File: src/hw/rtl/rgb_rle_pkg.sv
// Shared widths, constants and types of the RGB565 run-length encoder.
// Used by the channel interfaces, the encoder and its checker; no dependencies.
package rgb_rle_pkg;

  localparam int PIX_W = 16;
  localparam int LEN_W = 16;
  localparam int NUM_W = 21;

  // A run is closed as soon as its length reaches this value.
  localparam logic [LEN_W-1:0] RUN_MAX = 16'hFFFF;

  // Result queue: two entries of room are needed before a pixel may be processed.
  localparam int FIFO_DEPTH = 4;
  localparam int FIFO_AW    = $clog2(FIFO_DEPTH);
  localparam int CNT_W      = $clog2(FIFO_DEPTH + 1);

  typedef struct packed {
    logic [LEN_W-1:0] run_length;
    logic [PIX_W-1:0] run_value;
    logic [NUM_W-1:0] pair_number;
    logic             last_pair;
  } pair_t;

endpackage

File: src/hw/rtl/rgb_rle_pix_if.sv
// Pixel channel of the run-length encoder: valid/ready with one pixel per item.
// Depends on rgb_rle_pkg for the pixel width.
interface rgb_rle_pix_if;
  logic                         valid;
  logic                         ready;
  logic [rgb_rle_pkg::PIX_W-1:0] pixel;
  logic                         frame_end;

  modport source (output valid, output pixel, output frame_end, input ready);
  modport sink   (input valid, input pixel, input frame_end, output ready);
endinterface

File: src/hw/rtl/rgb_rle_pair_if.sv
// Result channel of the run-length encoder: valid/ready with one run pair per item.
// Depends on rgb_rle_pkg for the field widths.
interface rgb_rle_pair_if;
  logic                          valid;
  logic                          ready;
  logic [rgb_rle_pkg::LEN_W-1:0] run_length;
  logic [rgb_rle_pkg::PIX_W-1:0] run_value;
  logic [rgb_rle_pkg::NUM_W-1:0] pair_number;
  logic                          last_pair;

  modport source (output valid, output run_length, output run_value, output pair_number,
                  output last_pair, input ready);
  modport sink   (input valid, input run_length, input run_value, input pair_number,
                  input last_pair, output ready);
endinterface

File: src/hw/rtl/rgb565_run_length_encoder.sv
// RGB565 run-length encoder: takes one pixel per item and emits (length, value) pairs
// numbered from 1 within each frame, the final pair of a frame marked last_pair.
// Depends on rgb_rle_pkg, rgb_rle_pix_if and rgb_rle_pair_if.
//
// The encoder accepts one pixel every clock cycle while its four-entry result queue has
// room for two pairs. A pixel sits in an input register, is compared with the open run
// there, and any pairs it closes are written to the queue when it leaves that register,
// so a pair passes the input register and then the queue before it reaches the output.
// The output drains one pair per cycle while the receiver is ready; a frame-end pixel that
// closes two pairs fills two queue entries, and with a ready receiver a steady stream
// of single pairs runs at one item per cycle. There is no start-up pass after reset.
module rgb565_run_length_encoder (
  input  logic                  clk,
  input  logic                  rst_n,
  rgb_rle_pix_if.sink           in_chan,
  rgb_rle_pair_if.source        out_chan
);

  // Input register
  logic                          stage_vld_r, stage_vld_nxt;
  logic [rgb_rle_pkg::PIX_W-1:0] px_r;
  logic                          fend_r;

  // Run state
  logic [rgb_rle_pkg::PIX_W-1:0] open_val_r, open_val_nxt;
  logic [rgb_rle_pkg::LEN_W-1:0] open_len_r, open_len_nxt;
  logic [rgb_rle_pkg::NUM_W-1:0] pairs_r, pairs_nxt;

  // Result queue
  rgb_rle_pkg::pair_t              fifo_r [rgb_rle_pkg::FIFO_DEPTH];
  logic [rgb_rle_pkg::FIFO_AW-1:0] wr_ptr_r, wr_ptr_nxt, wr_ptr_plus;
  logic [rgb_rle_pkg::FIFO_AW-1:0] rd_ptr_r, rd_ptr_nxt;
  logic [rgb_rle_pkg::CNT_W-1:0]   cnt_r, cnt_nxt;

  logic                          in_acc, advance, pop;
  logic                          close_a, close_b;
  logic [rgb_rle_pkg::LEN_W-1:0] len_mid;
  logic [1:0]                    push_n;
  rgb_rle_pkg::pair_t            pair_a, pair_b;

  assign advance = stage_vld_r &&
                   (cnt_r <= rgb_rle_pkg::CNT_W'(rgb_rle_pkg::FIFO_DEPTH - 2));
  assign in_chan.ready = !stage_vld_r || advance;
  assign in_acc  = in_chan.valid && in_chan.ready;
  assign pop     = out_chan.valid && out_chan.ready;

  always_comb begin
    // A differing pixel closes the open run before it is counted.
    close_a = (open_len_r != '0) && (px_r != open_val_r);
    if ((open_len_r == '0) || close_a) begin
      len_mid = rgb_rle_pkg::LEN_W'(1);
    end else begin
      len_mid = open_len_r + rgb_rle_pkg::LEN_W'(1);
    end
    close_b = (len_mid == rgb_rle_pkg::RUN_MAX) || fend_r;

    pair_a.run_length  = open_len_r;
    pair_a.run_value   = open_val_r;
    pair_a.pair_number = pairs_r + rgb_rle_pkg::NUM_W'(1);
    pair_a.last_pair   = 1'b0;

    pair_b.run_length  = len_mid;
    pair_b.run_value   = px_r;
    pair_b.pair_number = pairs_r + rgb_rle_pkg::NUM_W'(close_a) + rgb_rle_pkg::NUM_W'(1);
    pair_b.last_pair   = fend_r;

    push_n = advance ? ({1'b0, close_a} + {1'b0, close_b}) : 2'd0;
  end

  always_comb begin
    stage_vld_nxt = stage_vld_r;
    if (in_acc) begin
      stage_vld_nxt = 1'b1;
    end else if (advance) begin
      stage_vld_nxt = 1'b0;
    end

    open_val_nxt = open_val_r;
    open_len_nxt = open_len_r;
    pairs_nxt    = pairs_r;
    if (advance) begin
      open_val_nxt = px_r;
      open_len_nxt = close_b ? '0 : len_mid;
      pairs_nxt    = fend_r ? '0 : (pairs_r + rgb_rle_pkg::NUM_W'(push_n));
    end

    wr_ptr_plus = wr_ptr_r + rgb_rle_pkg::FIFO_AW'(1);
    wr_ptr_nxt  = wr_ptr_r + rgb_rle_pkg::FIFO_AW'(push_n);
    rd_ptr_nxt  = rd_ptr_r + rgb_rle_pkg::FIFO_AW'(pop);
    cnt_nxt     = cnt_r + rgb_rle_pkg::CNT_W'(push_n) - rgb_rle_pkg::CNT_W'(pop);
  end

  always_ff @(posedge clk) begin
    if (!rst_n) begin
      stage_vld_r <= 1'b0;
      open_val_r  <= '0;
      open_len_r  <= '0;
      pairs_r     <= '0;
      wr_ptr_r    <= '0;
      rd_ptr_r    <= '0;
      cnt_r       <= '0;
    end else begin
      stage_vld_r <= stage_vld_nxt;
      open_val_r  <= open_val_nxt;
      open_len_r  <= open_len_nxt;
      pairs_r     <= pairs_nxt;
      wr_ptr_r    <= wr_ptr_nxt;
      rd_ptr_r    <= rd_ptr_nxt;
      cnt_r       <= cnt_nxt;
    end
  end

  always_ff @(posedge clk) begin
    if (in_acc) begin
      px_r   <= in_chan.pixel;
      fend_r <= in_chan.frame_end;
    end
  end

  // The second pair of an item goes one slot after the first.
  always_ff @(posedge clk) begin
    if (advance) begin
      if (close_a) begin
        fifo_r[wr_ptr_r] <= pair_a;
      end
      if (close_b) begin
        fifo_r[close_a ? wr_ptr_plus : wr_ptr_r] <= pair_b;
      end
    end
  end

  assign out_chan.valid       = (cnt_r != '0);
  assign out_chan.run_length  = fifo_r[rd_ptr_r].run_length;
  assign out_chan.run_value   = fifo_r[rd_ptr_r].run_value;
  assign out_chan.pair_number = fifo_r[rd_ptr_r].pair_number;
  assign out_chan.last_pair   = fifo_r[rd_ptr_r].last_pair;

endmodule

File: src/flat_wrapper.sv
// flat-port wrapper written by rule: the top's interface ports become plain ports
module rgb565_run_length_encoder_flat 
  (clk, rst_n, in_chan_valid, in_chan_pixel, in_chan_frame_end, in_chan_ready, out_chan_valid, out_chan_run_length, out_chan_run_value, out_chan_pair_number, out_chan_last_pair, out_chan_ready);
  rgb_rle_pix_if in_chan_i ();
  rgb_rle_pair_if out_chan_i ();
  input  logic clk;
  input  logic rst_n;
  input wire logic [$bits(in_chan_i.valid)-1:0] in_chan_valid;
  input wire logic [$bits(in_chan_i.pixel)-1:0] in_chan_pixel;
  input wire logic [$bits(in_chan_i.frame_end)-1:0] in_chan_frame_end;
  output wire logic [$bits(in_chan_i.ready)-1:0] in_chan_ready;
  output wire logic [$bits(out_chan_i.valid)-1:0] out_chan_valid;
  output wire logic [$bits(out_chan_i.run_length)-1:0] out_chan_run_length;
  output wire logic [$bits(out_chan_i.run_value)-1:0] out_chan_run_value;
  output wire logic [$bits(out_chan_i.pair_number)-1:0] out_chan_pair_number;
  output wire logic [$bits(out_chan_i.last_pair)-1:0] out_chan_last_pair;
  input wire logic [$bits(out_chan_i.ready)-1:0] out_chan_ready;
  assign in_chan_i.valid = in_chan_valid;
  assign in_chan_i.pixel = in_chan_pixel;
  assign in_chan_i.frame_end = in_chan_frame_end;
  assign in_chan_ready = in_chan_i.ready;
  assign out_chan_valid = out_chan_i.valid;
  assign out_chan_run_length = out_chan_i.run_length;
  assign out_chan_run_value = out_chan_i.run_value;
  assign out_chan_pair_number = out_chan_i.pair_number;
  assign out_chan_last_pair = out_chan_i.last_pair;
  assign out_chan_i.ready = out_chan_ready;
  rgb565_run_length_encoder u_core (.clk(clk), .rst_n(rst_n), .in_chan(in_chan_i), .out_chan(out_chan_i));
endmodule
File: config.mk
export PLATFORM = sky130hd
export DESIGN_NAME = rgb565_run_length_encoder_flat
export DESIGN_NICKNAME = d
export VERILOG_FILES = /design/src/hw/rtl/rgb_rle_pkg.sv /design/src/hw/rtl/rgb_rle_pix_if.sv /design/src/hw/rtl/rgb_rle_pair_if.sv /design/src/hw/rtl/rgb565_run_length_encoder.sv /design/src/flat_wrapper.sv
export SDC_FILE = /design/constraint.sdc
export NUM_CORES = 1
export LEC_CHECK = 0
export ABC_AREA = 1
export BUFFER_PORTS_ARGS = -buffer_cell sky130_fd_sc_hd__clkbuf_2
export CORE_AREA = 2 2 179 181
export CTS_BUF_LIST = sky130_fd_sc_hd__clkbuf_4 sky130_fd_sc_hd__clkbuf_8 sky130_fd_sc_hd__clkbuf_16
export DETAILED_ROUTE_END_ITERATION = 16
export DIE_AREA = 0 0 181 183
export GPL_TIMING_DRIVEN = 1
export HOLD_SLACK_MARGIN = 0.15
export PLACE_DENSITY = 0.77
export REMOVE_ABC_BUFFERS = 1
export SYNTH_ARGS = -nofsm -noshare
export SYNTH_HDL_FRONTEND = slang
export SYNTH_SLANG_ARGS = --single-unit
File: constraint.sdc
create_clock -name clk -period 4.5 [get_ports clk]
set_input_delay 0.45 -clock clk [delete_from_list [all_inputs] [get_ports clk]]
set_output_delay 0.45 -clock clk [all_outputs]
set_load 0.03 [all_outputs]
== After elaboration in Yosys (flattened, before gate mapping) ==
Memory sizes are Yosys's and may differ from the RTL's. A register that Yosys moved wholly into a read port is not among the register bits.
Cells that the tools add are included.
Operators by class
  $add $sub $neg: 11
  magnitude comparators: 1
  equal/unequal tests: 2
  mux-type cells: 14
  reductions and logical operators: 12
Operators with widths (count)
  adder 21 x 1 -> 21 bit, second input constant: 2
  two-way mux 16 bit: 2
  adder 21 x 1 -> 21 bit: 1
  adder 21 x 2 -> 21 bit: 1
  two-way mux 21 bit: 1
  adder 16 x 1 -> 16 bit, second input constant: 1
  == test 16 bit, second input constant: 1
  zero test 16 bit: 1
  inequality test 16 bit: 1
  nonzero test 16 bit: 1
  two-way mux 1 bit: 8
  two-way mux 2 bit: 3
  logical AND 1 bit: 4
  adder 3 x 2 -> 3 bit: 1
  <= comparator 3 x 2 -> 1 bit, second input constant: 1
  logical OR 1 bit: 3
  nonzero test 3 bit: 1
  subtractor 3 x 1 -> 3 bit: 1
  adder 1 x 1 -> 2 bit: 1
  adder 2 x 1 -> 2 bit: 1
  adder 2 x 1 -> 2 bit, second input constant: 1
  adder 2 bit: 1
  nonzero test 2 bit: 1
  zero test 1 bit: 1
Word-level totals
  flip-flop bits (word level): 78
  memory bits (writable): 216
  input bits: 21
  word-level logic and storage cells: 50
  memories: 1
Memories
  u_core.fifo_r: depth 4, bits a word 54, rd ports 1, clocked after memory_dff 1, wr ports 2, line rgb565_run_length_encoder.sv:30  | rgb_rle_pkg::pair_t fifo_r [rgb_rle_pkg::FIFO_DEPTH];

== Longest topological paths before layout ==
  depth in word-level cells: 10
  depth in mapped cells: 25

== Worst setup path before layout ==
No wires, ideal clock.
  path type: register -> register
  start point: register u_core.open_len_r[1] in the netlist's numbering
  end point: memory u_core.fifo_r[3][0] in the netlist's numbering, enable pin
  library setup time: 0.413 ns
  arrival time: 3.233 ns
  required time: 4.087 ns
  slack: 0.855 ns
  cell stages (with the launch flop): 14
  buffers on the path: 1
  period minus slack after synthesis: 3.645 ns
  path through: dfxtp_1 ha_1 nand3_2 nor2_2 nand2_1 xor2_1 nor2_1 nand3_2 nor2_4 nand3_4 nand2_8 nand3_4 buf_2 nand2_1
RTL lines
  start: declaration: line rgb565_run_length_encoder.sv:26  | logic [rgb_rle_pkg::LEN_W-1:0] open_len_r, open_len_nxt;
  start signal: assignment: line rgb565_run_length_encoder.sv:105  | open_len_r <= open_len_nxt;
  end: declaration: line rgb565_run_length_encoder.sv:30

== Worst setup path in the final report ==
  start point: register u_core.open_len_r[1] in the netlist's numbering
  end point: register u_core.pairs_r[12] in the netlist's numbering
On the way
  longest elaborated chain between the ends: 10
  elaborated cells on any way between the ends: 12
  those cells by class: 3 x add/sub; 1 x eq/ne; 3 x mux; 5 x reduce/logical
RTL lines
  parallel branches: the longest is 6 deep, another holds adder 16 x 1 -> 16 bit
  adder 1 x 1 -> 2 bit *: line rgb565_run_length_encoder.sv:67  | push_n = advance ? ({1'b0, close_a} + {1'b0, close_b}) : 2'd0;
  two-way mux 2 bit *: line rgb565_run_length_encoder.sv:67
  adder 21 x 2 -> 21 bit *: line rgb565_run_length_encoder.sv:84  | pairs_nxt = fend_r ? '0 : (pairs_r + rgb_rle_pkg::NUM_W'(push_n));
  two-way mux 21 bit *: line rgb565_run_length_encoder.sv:84
  end signal: assignment: line rgb565_run_length_encoder.sv:106  | pairs_r <= pairs_nxt;
  end: declaration: line rgb565_run_length_encoder.sv:27  | logic [rgb_rle_pkg::NUM_W-1:0] pairs_r, pairs_nxt;
Every way passes the cells marked *.
A chain may end at the register's enable or synchronous reset.

==> impl_metrics.ini <==
[routing]
dr.first_iter.drc_count = 1976
vias_per_cell = 6.013
drc = 0
vias = 14312
routed_wl_um = 45060
ant_nets = 0
dr.pass1.iters = 6
wl_per_cell_um = 18.93

[final_layout]
n_antenna_cell = 0
fin_nets = 1994
fin_cells = 2380
stdcell_area_um2 = 17980
area_growth_pct = 9.876
fillCellCount = 2749
drive_gt1_share_pct = 10.31
fin_util_pct = 57.59

[yosys]
synth_area_um2 = 16370
ys.flop_type = edfxtp_1
yosys.area.top_type = edfxtp_1
synth_common_cells = 580 x nand2_1, 233 x edfxtp_1, 223 x nand4_1
yosys_warnings = 0
synth_simple_gate_area_share_pct = 29.51
muxShareOfSynthArea_pct = 0
yosys-top-cells-area = edfxtp_1 43%, nand2_1 13%, nand4_1 8.5%
synth_cell_type_count = 40
synthDominantCellAreaShare_pct = 42.75
synth-seq-area-share_pct = 50.21
synth_top_family_by_area = simple AND/OR/NAND/NOR gates
synth_compound_area_share_pct = 7.927
yosys.area_share.adder_pct = 1.544
synth_edf_count = 233
yosysMostFrequentCell = nand2_1
synth_xor_xnor_area_share_pct = 3.516
async_flop_share_pct = 0
synth.avg_cell_area_um2 = 8.403
ys_seq_elements = 294
synthCells = 1948

[grt]
grt_max_degree = 217
grt_remaining_overflow = 0
antenna_found_initial = 0
track_usage_pct = 26.82
grt_pass1_vias = 13781
grt_pass1_wl_um = 71710

[critical_path]
critPathArrivalTime_ns = 4.35
crit_start = u_core.open_len_r[1]
crit_slowest_cell = dfxtp_1
path_max_fanout = 16
r2r_end = u_core.pairs_r[12]
max_stage_delay_ns = 0.49
path_class = flop to flop
required_ns = 4.94
startpoint_type = flop
reg2reg_from = u_core.open_len_r[1]
cp_common_cell = nor2_1
cp-endpoint = u_core.pairs_r[12]
reg2reg_depth = 21
path_cells = ha_1, nand3_2, nor2_2, nand2_1, nor2_1, nor2_1, nor3_2, nand3_4, nand2_8, ha_1, inv_1, nor2_1, buf_4, ha_1, fa_1, nand2_1, nor2_1, inv_1, nor2_1, o21ai_0, a21oi_1
reg2reg_slack_ns = 0.59
cp-end-kind = flop

[clocking]
cts_tree = done
clock_sinks = 294
cts_buffer_depth = 3
root_buffer = clkbuf_16
cts_setup_buffers = 0
path_clk_slew_ns = 0.06
cts_buffers = 31
clk_latency_ns = 0.56
cts_resized = 0
ctsHoldBuffers = 18
htree_levels = 1

[place]
gp_congestion = 0.9565
place_inst = 2305
hpwl_um = 25720
placed_area_um2 = 16760
io_buffer_count = 76

[timing]
finalHoldViolations = 0
relSlewSlack_pct = 27.72
max_freq_mhz = 255.6
setup_viol = 0
slew_viol_final = 0
skew_ns = 0.01114
worstMarginPinSlew_ns = 1.084
rsz0062_at_grt = false
fin_crit_sh_pct = 86.93
post-route-min-period_ns = 3.912
hold_slack_ns = 0.3071

[floorplan]
initial_core_util_pct = 52.41
fp.dieW_um = 181
core_area_um2 = 31230
io_pins = 77
fp.dieArea_um2 = 33120
rows = 65
die_y_um = 183

[power_and_ir_drop]
p_per_area_nw_per_um2 = 451.8
p_leak_uw = 0.007351
irDropWorstVdd_v = 0.0005335

[run]
cap_violations = 0

[worst_hold_path]
hp-class = input pin to flop

[run_status]
status = finished, final reports clean
cell type report:
class / instances / area [um2] / area share (%)
clock buffer: 45 / 905.9 / 5.037
clock inverter: 12 / 137.6 / 0.7653
timing repair buffer: 128 / 853.3 / 4.745
multi-input combinational: 1399 / 6982 / 38.82
tap: 402 / 503.0 / 2.797
sequential: 294 / 8223 / 45.72
inverter: 100 / 380.4 / 2.115
where the power goes:
group | switching (uW) | internal [uW] | total (uW)
Combinational | 1760 | 559 | 2310
Clock | 1040 | 1560 | 2610
Sequential | 133 | 3070 | 3210
flip-flops by register name, summed over array words and instances (netlist names):
| name | flops |
|---|---|
| u_core.fifo_r | 216 |
| u_core.pairs_r | 21 |
| u_core.open_len_r | 16 |
| u_core.open_val_r | 16 |
| u_core.px_r | 16 |
| u_core.cnt_r | 3 |
| u_core.rd_ptr_r | 2 |
| u_core.wr_ptr_r | 2 |
| u_core.fend_r | 1 |
| u_core.stage_vld_r | 1 |
worst min-delay path by stage:
stage / from / to / slack, ns / depth (start not counted)
floorplan: u_core.pairs_r[12] / u_core.pairs_r[12] / 0.44 / 1
global placement: u_core.pairs_r[12] / u_core.pairs_r[12] / 0.48 / 1
detailed placement: u_core.pairs_r[12] / u_core.pairs_r[12] / 0.48 / 1
CTS: rst_n / u_core.rd_ptr_r[0] / 0.27 / 3
global route: rst_n / u_core.wr_ptr_r[0] / 0.32 / 3
finish: rst_n / u_core.rd_ptr_r[0] / 0.31 / 3
placed cells by master, fill, tap and decap left out, types with 4 or more instances in the layout:
cell type / netlist / routed
clkbuf_8: 0 / 4
clkinv_2: 0 / 5
edfxtp_1: 233 / 233
nand2_2: 1 / 6
a21oi_1: 55 / 54
inv_1: 95 / 94
nor2_2: 6 / 4
nor3_1: 15 / 15
clkbuf_2: 0 / 76
dfxtp_1: 61 / 59
nand3_4: 5 / 5
buf_4: 8 / 31
clkbuf_16: 0 / 31
nand2_1: 580 / 575
nand3_1: 35 / 35
ha_1: 17 / 17
inv_2: 5 / 5
o22ai_1: 54 / 54
nor2_4: 4 / 6
nor2_1: 191 / 191
dlygate4sd3_1: 0 / 18
nand4_1: 223 / 223
xnor2_1: 18 / 18
o21ai_0: 129 / 129
xor2_1: 44 / 44
clkbuf_4: 0 / 10
layer usage:
layer / up-vias / wire length (um) / track usage (%)
li1: 6729 / - / -
met1: 6700 / 17780 / 35.42
met2: 778 / 21790 / 45.80
met3: 105 / 4201 / 3.475
met4: 0 / 1295 / 9.366
met5: - / 0 / 0
stage by stage:
step	setup TNS, ns	power, uW	worst slack, ns
after floorplan	-1308.75	4710	-3.613
after global placement	0	5491	0.7831
after detailed placement	0	5543	0.6344
after CTS	0	8149	0.6139
after global routing	0	8440	0.2036
final	0	8126	0.5880
critical path, delay by kind of cell, from the launching register on:
kind            cells  cell delay, ns
fa+ha+maj           4            1.09
compound gates      2            0.18
buf+inv             3            0.32
simple gates       12            1.71
flops               1            0.49
logic make-up (layout without fill, tap and decap cells):
logic type	after synthesis	after routing
DFF	294	294
and+or+nand+nor	1072	1072
buffers and inverters	255	285
adders and majority gates	19	19
xor gates and xnor gates	64	64
AOI/OAI and AO/OA	244	244
No activity file was read; power rests on OpenSTA's default activity.
